### src/rtl/core/csm_pkg.sv
// ----------------------------------------------------------------------------
// csm_pkg
// Shared types and constants for the CSR sparse matrix-vector block.
// ----------------------------------------------------------------------------
package csm_pkg;

    localparam int MAX_COLUMNS_DEF = 4096;
    localparam int VALUE_BITS_DEF  = 32;
    localparam int QUEUE_DEPTH_DEF = 4;

    localparam int COL_W   = 12;
    localparam int CCNT_W  = 13;
    localparam int VAL_W   = 32;
    localparam int ACC_W   = 64;
    localparam int ROW_W   = 16;

    localparam logic [CCNT_W-1:0] COLUMN_COUNT_RST = 13'd4096;

    typedef enum logic [1:0] {
        MODE_LOAD    = 2'd0,
        MODE_NONZERO = 2'd1,
        MODE_EMPTY   = 2'd2,
        MODE_RESTART = 2'd3
    } mode_t;

    typedef struct packed {
        mode_t                   mode;
        logic [COL_W-1:0]        column;
        logic signed [VAL_W-1:0] element_value;
        logic                    last_in_row;
    } in_item_t;

    typedef struct packed {
        logic signed [ACC_W-1:0] row_result;
        logic [ROW_W-1:0]        row_index;
        logic                    index_error;
    } out_item_t;

    // Work descriptor handed from front end to back end.
    typedef struct packed {
        mode_t            mode;
        logic [VAL_W-1:0] value;     // sign-extended matrix value
        logic [VAL_W-1:0] x;         // sign-extended vector entry
        logic             in_range;
        logic             last;
    } op_t;

    localparam logic signed [ACC_W-1:0] ACC_MAX = {1'b0, {(ACC_W-1){1'b1}}};
    localparam logic signed [ACC_W-1:0] ACC_MIN = {1'b1, {(ACC_W-1){1'b0}}};

endpackage

### src/rtl/core/csm_fifo.sv
// ----------------------------------------------------------------------------
// csm_fifo
// Short work queue between the front end and the back end.
// ----------------------------------------------------------------------------
module csm_fifo #(
    parameter int DEPTH = csm_pkg::QUEUE_DEPTH_DEF
) (
    input  logic                         clk,
    input  logic                         rst_n,
    input  logic                         push,
    input  csm_pkg::op_t                 push_op,
    input  logic                         pop,
    output csm_pkg::op_t                 head_op,
    output logic                         empty,
    output logic [$clog2(DEPTH+1)-1:0]   fill
);

    localparam int PW = (DEPTH > 1) ? $clog2(DEPTH) : 1;
    localparam int CW = $clog2(DEPTH+1);

    csm_pkg::op_t   slot_reg [DEPTH];
    logic [PW-1:0]  wr_ptr_reg, wr_ptr_next;
    logic [PW-1:0]  rd_ptr_reg, rd_ptr_next;
    logic [CW-1:0]  count_reg, count_next;

    always_comb
    begin
        wr_ptr_next = wr_ptr_reg;
        rd_ptr_next = rd_ptr_reg;
        count_next  = count_reg;
        if (push)
        begin
            wr_ptr_next = (wr_ptr_reg == PW'(DEPTH-1)) ? '0 : wr_ptr_reg + 1'b1;
        end
        if (pop)
        begin
            rd_ptr_next = (rd_ptr_reg == PW'(DEPTH-1)) ? '0 : rd_ptr_reg + 1'b1;
        end
        if (push && !pop)
        begin
            count_next = count_reg + 1'b1;
        end
        else if (pop && !push)
        begin
            count_next = count_reg - 1'b1;
        end
    end

    always_ff @(posedge clk or negedge rst_n)
    begin
        if (!rst_n)
        begin
            wr_ptr_reg <= '0;
            rd_ptr_reg <= '0;
            count_reg  <= '0;
        end
        else
        begin
            wr_ptr_reg <= wr_ptr_next;
            rd_ptr_reg <= rd_ptr_next;
            count_reg  <= count_next;
        end
    end

    always_ff @(posedge clk)
    begin
        if (push)
        begin
            slot_reg[wr_ptr_reg] <= push_op;
        end
    end

    assign head_op = slot_reg[rd_ptr_reg];
    assign empty   = (count_reg == '0);
    assign fill    = count_reg;

    // front end credit must keep the queue from overflowing
    a_no_overflow: assert property (@(posedge clk) disable iff (!rst_n)
        push |-> (count_reg < CW'(DEPTH)))
        else $error("queue push while full");

    a_no_underflow: assert property (@(posedge clk) disable iff (!rst_n)
        pop |-> (count_reg != '0))
        else $error("queue pop while empty");

endmodule

### config.mk
export PLATFORM = sky130hd
export DESIGN_NAME = csm_fifo
export DESIGN_NICKNAME = d
export VERILOG_FILES = /design/src/rtl/core/csm_pkg.sv /design/src/rtl/core/csm_fifo.sv
export SDC_FILE = /design/constraint.sdc
export NUM_CORES = 1
export LEC_CHECK = 0
export BUFFER_PORTS_ARGS = -buffer_cell sky130_fd_sc_hd__buf_2
export CAP_MARGIN = 20
export CORE_ASPECT_RATIO = 0.8
export CORE_MARGIN = 2
export CORE_UTILIZATION = 45
export CTS_CLUSTER_SIZE = 30
export DETAILED_ROUTE_END_ITERATION = 10
export PLACE_DENSITY_LB_ADDON = 0.1
export SLEW_MARGIN = 10
export SYNTH_ARGS = -nofsm -noshare
export SYNTH_HDL_FRONTEND = slang
export SYNTH_SLANG_ARGS = --single-unit
### constraint.sdc
create_clock -name clk -period 3.6 [get_ports clk]
set_clock_uncertainty 0.2 [all_clocks]
set_input_delay 0 -clock clk [delete_from_list [all_inputs] [get_ports clk]]
set_output_delay 0 -clock clk [all_outputs]
set_load 0.01 [all_outputs]
==> flow_metrics.env <==
export IMPL_yosysWarnings=0
export IMPL_num_io_pins=144
export IMPL_synthesis_area_um2=10300
export IMPL_relSlewSlack_pct=58.2
export IMPL_crit_required_ns=3.40
export IMPL_drt_initial_drc_count=238
export IMPL_grt_use_total_pct=16.4
export IMPL_setup_violations=0
export IMPL_min_to="slot_reg[2][52]"
export IMPL_hp_start="push_op[52]"
export IMPL_ys_seq_area_share_pct=81.0
export IMPL_pre_cts_slack_ns=1.38
export IMPL_largest_reg_flops=272
export IMPL_n_antenna_cell=0
export IMPL_r2r_slack_ns=1.47
export IMPL_coreArea_um2=22500
export IMPL_rsz0062_at_grt="no"
export IMPL_clk_pin_slew_ns=0.06
export IMPL_hold_ws_ns=0.0192
export IMPL_regArea_um2=8350
export IMPL_cap_violations=0
export IMPL_area_growth_pct=26.7
export IMPL_wl_per_cell_um=20.3
export IMPL_final_setup_tns_ns=0
export IMPL_fin_crit_sh_pct=74.6
export IMPL_synth_nets=471
export IMPL_grt_start_max_net_pins=40
export IMPL_timing_fmax_mhz=373
export IMPL_fin_ws_ns=0.916
export IMPL_final_cell_mix="272 x edfxtp_1, 143 x buf_2, 84 x dlygate4sd3_1"
export IMPL_routed_via_count=4941
export IMPL_io_buffers=143
export IMPL_avgSynthCellArea_um2=26.3
export IMPL_h_tree_depth=1
export IMPL_r2r_start="wr_ptr_reg[0]"
export IMPL_drive_gt1_share_pct=40.1
export IMPL_insertion_delay_ns=0.53
export IMPL_p_leak_nw=4.53
export IMPL_post_route_min_period_ns=2.68
export IMPL_synth_seq_cells=279
export IMPL_first_pass_iters=4
export IMPL_syn_inst=392
export IMPL_initial_core_util_pct=45.8
export IMPL_power_density_nw_per_um2=756
export IMPL_routed_wl_um=19600
export IMPL_critPathLaunchType="flop"
export IMPL_hold_class="input pin to flop"
export IMPL_hold_depth=2
export IMPL_drc=0
export IMPL_die_height_um=139
export IMPL_multi_input_area_um2=1760
export IMPL_r2r_end="slot_reg[0][45]"
export IMPL_ir_worst_vdd_v=0.000369
export IMPL_cts_buffer_depth=3
export IMPL_rr_worst_depth=4
export IMPL_die_area_um2=24100
export IMPL_final_common_cell="edfxtp_1"
export IMPL_grt_overflow=0
export IMPL_grt_pass1_wl_um=30100
export IMPL_critPathKind="flop to output pin"
export IMPL_fill_cells=1719
export IMPL_arrival_ns=2.48
export IMPL_slew_violations=0
export IMPL_ant_nets=0
export IMPL_place_congestion=0.688
export IMPL_critPathMaxFanout=30
export IMPL_dpl_hpwl_um=11300
export IMPL_ctsResizeCount=0
export IMPL_worstMarginPinSlew_ns=0.627
export IMPL_cts_buffers_inserted=28
export IMPL_cts_num_sinks=279
export IMPL_power_w=0.00986
export IMPL_grt_pass1_vias=5422
export IMPL_viasPerCell=5.10
export IMPL_finalHoldViolCount=0
export IMPL_root_buffer="clkbuf_16"
export IMPL_antenna_found_initial=0
export IMPL_rows=49
export IMPL_num_nets_final=720
export IMPL_cts_tree="done"
export IMPL_synth_cell_types=18
export IMPL_outcome="complete, no violations"
export IMPL_die_x_um=173
export IMPL_end_kind="output pin"
-- power breakdown --
group	switching (W)	internal, W
clock	0.00114	0.00158
sequential	0.000322	0.00417
combinational	0.00131	0.00133
-- worst max-delay path: stages, from the launching register on --
cell     delay, ns
dfrtp_4       0.82
buf_4         0.41
mux4_2        0.55
buf_2         0.16
-- logic make-up (layout without fill, tap and decap cells) --
family          count (synthesis)  count (layout)  share of synthesized area (%)
fa+ha+maj                       7               7                          0.923
mux                            71              71                           15.2
buf+inv                        20             291                           2.03
simple gates                   10              10                          0.474
flops                         279             279                           81.0
compound gates                  2               2                         0.0972
xor+xnor                        3               3                          0.255
-- area by class of cell --
class | instances | area share, %
well taps | 306 | 2.93
inverters | 4 | 0.115
clock buffers | 39 | 6.00
clock inverters | 13 | 0.633
multi-input cells | 93 | 13.5
repair buffers | 235 | 12.9
flip-flops and latches | 279 | 64.0
-- cell usage after synthesis --
cell type  count  area share (%)
edfxtp_1     272              79
mux4_2        68              15
buf_12         7             1.4
buf_2          7            0.34
dfrtp_1        7             1.7
ha_1           6            0.73
and2_1         4            0.24
inv_1          4            0.15
mux2_2         3            0.33
nor2_1         3            0.11
nand2_1        2           0.073
o21ai_0        2           0.097
xor2_1         2            0.17
buf_4          1           0.073
buf_6          1            0.11
fa_1           1            0.19
nor3_1         1           0.049
xnor2_1        1           0.085
-- per-stage QoR --
| step | instance area [um^2] | instances | utilization (%) |
|---|---|---|---|
| 3_5_place_dp | 11300 | 833 | 50.4 |
| 3_3_place_gp | 11300 | 833 | 50.4 |
| 2_1_floorplan | 10300 | 392 | - |
| 6_report | 13000 | 969 | 58.0 |
| 4_1_cts | 13000 | 969 | 58.0 |
| 5_1_grt | 13000 | 969 | 58.0 |
-- per-layer routing --
layer / GRT usage, % / part of all wire, % / up-vias
li1: - / - / 2188
met1: 21.8 / 43 / 2580
met2: 28.0 / 50 / 137
met3: 3.11 / 5.2 / 36
met4: 4.37 / 2.1 / 0
met5: 0 / 0 / -
-- what timing repair did --
item | 4_1_cts | 5_1_grt
setup endpoints to repair | 0 | 0
hold buffers | 84 | 0
setup buffers | 0 | 0
hold endpoints to repair | 286 | 0
-- worst max-delay path by stage --
stage	endpoint	slack (ns)	from	depth (start not counted)
global placement	head_op[58]	1.39	rd_ptr_reg[0]	3
detailed placement	head_op[66]	1.38	rd_ptr_reg[0]	3
finish	head_op[66]	0.92	rd_ptr_reg[0]	3
CTS	head_op[66]	0.81	rd_ptr_reg[0]	3
floorplan	slot_reg[0][0]	0.75	wr_ptr_reg[0]	3
global route	head_op[66]	0.72	rd_ptr_reg[0]	3
(Power assumes the default switching activity.)
