## config.mk

```make
export PLATFORM = sky130hd
export DESIGN_NAME = csm_back
export DESIGN_NICKNAME = d
export VERILOG_FILES = /design/src/rtl/core/csm_pkg.sv /design/src/rtl/core/csm_back.sv
export SDC_FILE = /design/constraint.sdc
export NUM_CORES = 2
export LEC_CHECK = 0
export BUFFER_PORTS_ARGS = -buffer_cell sky130_fd_sc_hd__clkbuf_2
export CAP_MARGIN = 0
export CORE_MARGIN = 2
export CORE_UTILIZATION = 25
export CTS_CLUSTER_DIAMETER = 120
export DETAILED_ROUTE_END_ITERATION = 7
export PLACE_DENSITY = 0.37
export SLEW_MARGIN = 40
export SYNTH_ARGS = -nofsm -noshare
export SYNTH_HDL_FRONTEND = slang
export SYNTH_SLANG_ARGS = --single-unit
```

## constraint.sdc

```tcl
create_clock -name clk -period 6.6 [get_ports clk]
set_input_delay 0.33 -clock clk [delete_from_list [all_inputs] [get_ports clk]]
set_output_delay 0.33 -clock clk [all_outputs]
set_load 0.005 [all_outputs]
```

## src/rtl/core/csm_pkg.sv

```systemverilog
// ----------------------------------------------------------------------------
// csm_pkg
// Shared types and constants for the CSR sparse matrix-vector block.
// ----------------------------------------------------------------------------
package csm_pkg;

    localparam int MAX_COLUMNS_DEF = 4096;
    localparam int VALUE_BITS_DEF  = 32;
    localparam int QUEUE_DEPTH_DEF = 4;

    localparam int COL_W   = 12;
    localparam int CCNT_W  = 13;
    localparam int VAL_W   = 32;
    localparam int ACC_W   = 64;
    localparam int ROW_W   = 16;

    localparam logic [CCNT_W-1:0] COLUMN_COUNT_RST = 13'd4096;

    typedef enum logic [1:0] {
        MODE_LOAD    = 2'd0,
        MODE_NONZERO = 2'd1,
        MODE_EMPTY   = 2'd2,
        MODE_RESTART = 2'd3
    } mode_t;

    typedef struct packed {
        mode_t                   mode;
        logic [COL_W-1:0]        column;
        logic signed [VAL_W-1:0] element_value;
        logic                    last_in_row;
    } in_item_t;

    typedef struct packed {
        logic signed [ACC_W-1:0] row_result;
        logic [ROW_W-1:0]        row_index;
        logic                    index_error;
    } out_item_t;

    // Work descriptor handed from front end to back end.
    typedef struct packed {
        mode_t            mode;
        logic [VAL_W-1:0] value;     // sign-extended matrix value
        logic [VAL_W-1:0] x;         // sign-extended vector entry
        logic             in_range;
        logic             last;
    } op_t;

    localparam logic signed [ACC_W-1:0] ACC_MAX = {1'b0, {(ACC_W-1){1'b1}}};
    localparam logic signed [ACC_W-1:0] ACC_MIN = {1'b1, {(ACC_W-1){1'b0}}};

endpackage

```

## src/rtl/core/csm_back.sv

```systemverilog
// ----------------------------------------------------------------------------
// csm_back
// Execution side: multiply stage, saturating row accumulator, row
// bookkeeping and the output register.
// ----------------------------------------------------------------------------
module csm_back (
    input  logic                clk,
    input  logic                rst_n,
    input  logic                q_empty,
    input  csm_pkg::op_t        q_head,
    output logic                q_pop,
    output logic                out_valid,
    input  logic                out_ready,
    output csm_pkg::out_item_t  out_item
);

    localparam int AW = csm_pkg::ACC_W;

    // multiply stage
    logic                       a_valid_reg;
    csm_pkg::mode_t             a_mode_reg;
    logic signed [AW-1:0]       a_prod_reg;
    logic                       a_range_reg;
    logic                       a_last_reg;

    // row state
    logic signed [AW-1:0]               acc_reg, acc_next;
    logic                               err_reg, err_next;
    logic [csm_pkg::ROW_W-1:0]          row_reg, row_next;

    logic                       out_valid_reg, out_valid_next;
    csm_pkg::out_item_t         out_item_reg, out_item_next;

    logic                       adv;
    logic                       emit;
    logic signed [AW-1:0]       prod;
    logic signed [AW-1:0]       sum;
    logic signed [AW-1:0]       sat_sum;

    assign adv   = !out_valid_reg || out_ready;
    assign q_pop = !q_empty && (!a_valid_reg || adv);
    assign prod  = $signed(q_head.value) * $signed(q_head.x);

    always_ff @(posedge clk or negedge rst_n)
    begin
        if (!rst_n)
        begin
            a_valid_reg <= 1'b0;
            a_mode_reg  <= csm_pkg::MODE_LOAD;
        end
        else
        begin
            if (!a_valid_reg || adv)
            begin
                a_valid_reg <= q_pop;
            end
            if (q_pop)
            begin
                a_mode_reg <= q_head.mode;
            end
        end
    end

    always_ff @(posedge clk)
    begin
        if (q_pop)
        begin
            a_prod_reg  <= q_head.in_range ? prod : '0;
            a_range_reg <= q_head.in_range;
            a_last_reg  <= q_head.last;
        end
    end

    // saturating add of the product into the row sum
    always_comb
    begin
        sum = acc_reg + a_prod_reg;
        if ((acc_reg[AW-1] == a_prod_reg[AW-1]) && (sum[AW-1] != acc_reg[AW-1]))
        begin
            sat_sum = acc_reg[AW-1] ? csm_pkg::ACC_MIN : csm_pkg::ACC_MAX;
        end
        else
        begin
            sat_sum = sum;
        end
    end

    always_comb
    begin
        acc_next  = acc_reg;
        err_next  = err_reg;
        row_next  = row_reg;
        emit      = 1'b0;
        out_item_next.row_result  = '0;
        out_item_next.row_index   = row_reg;
        out_item_next.index_error = 1'b0;
        unique case (a_mode_reg)
            csm_pkg::MODE_NONZERO:
            begin
                acc_next = a_range_reg ? sat_sum : acc_reg;
                err_next = err_reg || !a_range_reg;
                if (a_last_reg)
                begin
                    emit = 1'b1;
                    out_item_next.row_result  = acc_next;
                    out_item_next.index_error = err_next;
                    acc_next = '0;
                    err_next = 1'b0;
                    row_next = row_reg + 1'b1;
                end
            end
            csm_pkg::MODE_EMPTY:
            begin
                emit     = 1'b1;
                acc_next = '0;
                err_next = 1'b0;
                row_next = row_reg + 1'b1;
            end
            csm_pkg::MODE_RESTART:
            begin
                acc_next = '0;
                err_next = 1'b0;
                row_next = '0;
            end
            csm_pkg::MODE_LOAD:
            begin
                // loads never reach the back end
            end
        endcase
    end

    always_comb
    begin
        out_valid_next = out_valid_reg;
        if (adv)
        begin
            out_valid_next = a_valid_reg && emit;
        end
    end

    always_ff @(posedge clk or negedge rst_n)
    begin
        if (!rst_n)
        begin
            acc_reg       <= '0;
            err_reg       <= 1'b0;
            row_reg       <= '0;
            out_valid_reg <= 1'b0;
        end
        else
        begin
            out_valid_reg <= out_valid_next;
            if (a_valid_reg && adv)
            begin
                acc_reg <= acc_next;
                err_reg <= err_next;
                row_reg <= row_next;
            end
        end
    end

    always_ff @(posedge clk)
    begin
        if (a_valid_reg && adv && emit)
        begin
            out_item_reg <= out_item_next;
        end
    end

    assign out_valid = out_valid_reg;
    assign out_item  = out_item_reg;

    a_stage_holds: assert property (@(posedge clk) disable iff (!rst_n)
        (a_valid_reg && !adv) |=> (a_valid_reg && $stable(a_prod_reg)))
        else $error("multiply stage lost its item under stall");

    a_empty_row_zero: assert property (@(posedge clk) disable iff (!rst_n)
        (a_valid_reg && adv && (a_mode_reg == csm_pkg::MODE_EMPTY))
        |=> (out_valid_reg && (out_item_reg.row_result == '0)
             && !out_item_reg.index_error))
        else $error("empty row did not give a zero result");

endmodule

```

==> impl_metrics.tcl <==
set metrics [dict create \
    synthArstFlopShare 0.3664 \
    worst-path-max-fanout 8 \
    rsz0062_at_grt "yes" \
    grt_max_degree 60 \
    setup_viol 34 \
    cts_sinks 232 \
    tightestPinTransition_ns 0.8145 \
    grt_overflow 0 \
    seq_area_frac_synth 0.1321 \
    clkTransAtPathRegs_ns 0.06 \
    netlist.area_leader.share 0.4384 \
    dieArea_mm2 0.2016 \
    worst-setup-path-type "in2reg" \
    cp-end-kind "flop" \
    fillCellCount 20710 \
    min_period_ns 7.169 \
    synth_edf_count 147 \
    postRouteAntennaNets 0 \
    cts-root-buf "clkbuf_16" \
    final-seq-area_mm2 0.006541 \
    fmax_ghz 0.1395 \
    synth_area_leaders "fa_1, edfxtp_1, inv_1" \
    drc 0 \
    rows 163 \
    grt_pass1_wl_um 247500 \
    cts_htree_levels 1 \
    period_share 1.086 \
    skew_ns 0.02161 \
    cp-start-kind "input port" \
    final_common_cell "fa_1" \
    synth-seq-cells 232 \
    initial_utilization 0.2513 \
    wl_per_cell_um 18.86 \
    port_buffers 154 \
    largest_reg_flops 81 \
    vias 36320 \
    dp_hpwl_um 132500 \
    finalWorstSetupSlack_ns -0.5691 \
    cts_tree "yes" \
    gp_congestion 0.8443 \
    dieHeight_um 449.0 \
    fp.dieW_um 449.0 \
    final_max_slew_viol_count 0 \
    status "complete, but fails checks" \
    syn_area_per_cell_um2 9.520 \
    coreArea_mm2 0.1970 \
    vias_per_cell 4.325 \
    firstDrtPassIters 5 \
    synth_flop_cell "edfxtp_1" \
    multi_input_area_mm2 0.03927 \
    dpl_worst_slack_ns -1.321 \
    hold_violations 0 \
    yosysUniqueCellTypes 94 \
    grt_pass1_vias 40300 \
    antenna_found_initial 5 \
    drt-initial-drc-count 1751 \
    insertion_delay_ns 0.54 \
    track_usage 0.1569 \
    area_delta_synth_final_pct 23.17 \
    arrival_ns 7.44 \
    most-common-layout-cells "fa_1, inv_1, nand2_1, and2_1, buf_4" \
    cts-buffers-inserted 25 \
    violations "setup timing" \
    min_path_type "in2reg" \
    yosysTopAreaCell "fa_1" \
    yosysWarnings 0 \
    netlist_area_mm2 0.04950 \
    syn_nets 6608 \
    ioPinCount 155 \
    drive_above_1_share 0.1997 \
    clockBufferDepth 3 \
    maxCapViolations 0 \
    wl_um 158300 \
    synthCells 5200 \
    fin_nets 7144 \
    maxSlewHeadroom 0.4550 \
    required_ns 6.87 \
]
-- critical path: stages --
cell	delay, ns
clkbuf_16	0.15
buf_16	0.16
buf_12	0.16
and2_4	0.15
fa_1	0.46
fa_2	0.36
fa_1	0.53
inv_1	0.06
fa_1	0.49
inv_2	0.04
fa_1	0.51
inv_2	0.04
fa_1	0.54
inv_2	0.04
fa_2	0.54
fa_2	0.47
ha_4	0.30
nand2_4	0.05
or3_4	0.33
or4b_4	0.53
a211oi_4	0.26
buf_6	0.15
o31ai_4	0.09
o21ai_4	0.25
a31oi_4	0.14
mux2i_1	0.16
o211ai_1	0.10
-- Yosys cell counts, drive strengths merged, types with 7 or more instances --
cell    count
a211oi     20
a21o       83
a21oi     181
a221oi      7
a22o       42
a31oi      19
and2      550
and3       13
and4        7
buf        15
clkbuf    271
dfrtp      85
edfxtp    147
fa       1084
ha        252
inv      1021
nand2     645
nand2b     28
nand3      46
nand4      35
nor2      185
nor2b      19
nor3       25
o211ai     17
o21a       11
o21ai     131
o21bai     18
o31ai      13
o41ai       7
xnor2      74
xor2       54
-- through the flow --
| stage | instance area (um2) | setup TNS, ns | util | instances | hold slack (ns) |
|---|---|---|---|---|---|
| 2_1_floorplan | 49870 | -13.80 | - | 5200 | 0.03441 |
| 3_3_place_gp | 58060 | -42.16 | 0.2947 | 8278 | 0.4509 |
| 3_5_place_dp | 58080 | -43.22 | 0.2948 | 8279 | 0.4317 |
| 4_1_cts | 60090 | -12.35 | 0.3050 | 8371 | 0.08708 |
| 5_1_grt | 60970 | -20.34 | 0.3095 | 8395 | 0.1306 |
| 6_report | 60970 | -11.73 | 0.3095 | 8397 | 0.1197 |
-- final timing paths --
| check | end | depth (start not counted) | from | slack, ns |
|---|---|---|---|---|
| setup / recovery | a_prod_reg[59] | 27 | q_head[13] | -0.57 |
| hold / removal | a_valid_reg | 4 | out_ready | 0.12 |
| setup reg to reg | out_item[70] | 18 | a_prod_reg[1] | 0.98 |
| hold reg to reg | out_item[16] | 0 | row_reg[15] | 0.48 |
| max in group asynchronous | a_mode_reg[0] | 4 | rst_n | 5.29 |
| min in group asynchronous | acc_reg[6] | 2 | rst_n | 0.19 |
-- logic make-up after synthesis --
group,count (synthesis),share of synthesized area
muxes,6,0.001264
AOI/OAI and AO/OA,600,0.08336
buffers and inverters,1307,0.09948
and+or+nand+nor,1591,0.1590
adders and majority gates,1336,0.5021
xor gates and xnor gates,128,0.02265
DFF,232,0.1321
-- layer usage --
| metal | track usage | vias up | part of all wire |
|---|---|---|---|
| met5 | 0 | - | 0 |
| met3 | 0.01240 | 96 | 0.033 |
| met4 | 0.02325 | 0 | 0.018 |
| met1 | 0.2404 | 18730 | 0.51 |
| li1 | - | 16910 | - |
| met2 | 0.2440 | 580 | 0.44 |
-- area by class of cell --
| type | instances | area share |
|---|---|---|
| Multi-Input combinational cell | 3661 | 0.6440 |
| Timing Repair Buffer | 795 | 0.1187 |
| Sequential cell | 232 | 0.1073 |
| Inverter | 1021 | 0.06290 |
| Tap cell | 2640 | 0.05418 |
| Clock buffer | 33 | 0.01176 |
| Clock inverter | 12 | 0.001067 |
| Antenna cell | 3 | 0.0001231 |
-- repair_timing --
| item | in CTS | in global routing |
|---|---|---|
| cloned | 3 | 7 |
| resized for setup | 195 | 140 |
| pin swaps | 103 | 96 |
| hold buffers | 5 | 0 |
| endpoints found under the setup margin | 38 | 44 |
| hold endpoints to repair | 53 | 0 |
| buffers inserted | 40 | 21 |
Power is not shown: default switching activity piles up to over one toggle a cycle in this logic, so the estimate is an artifact.
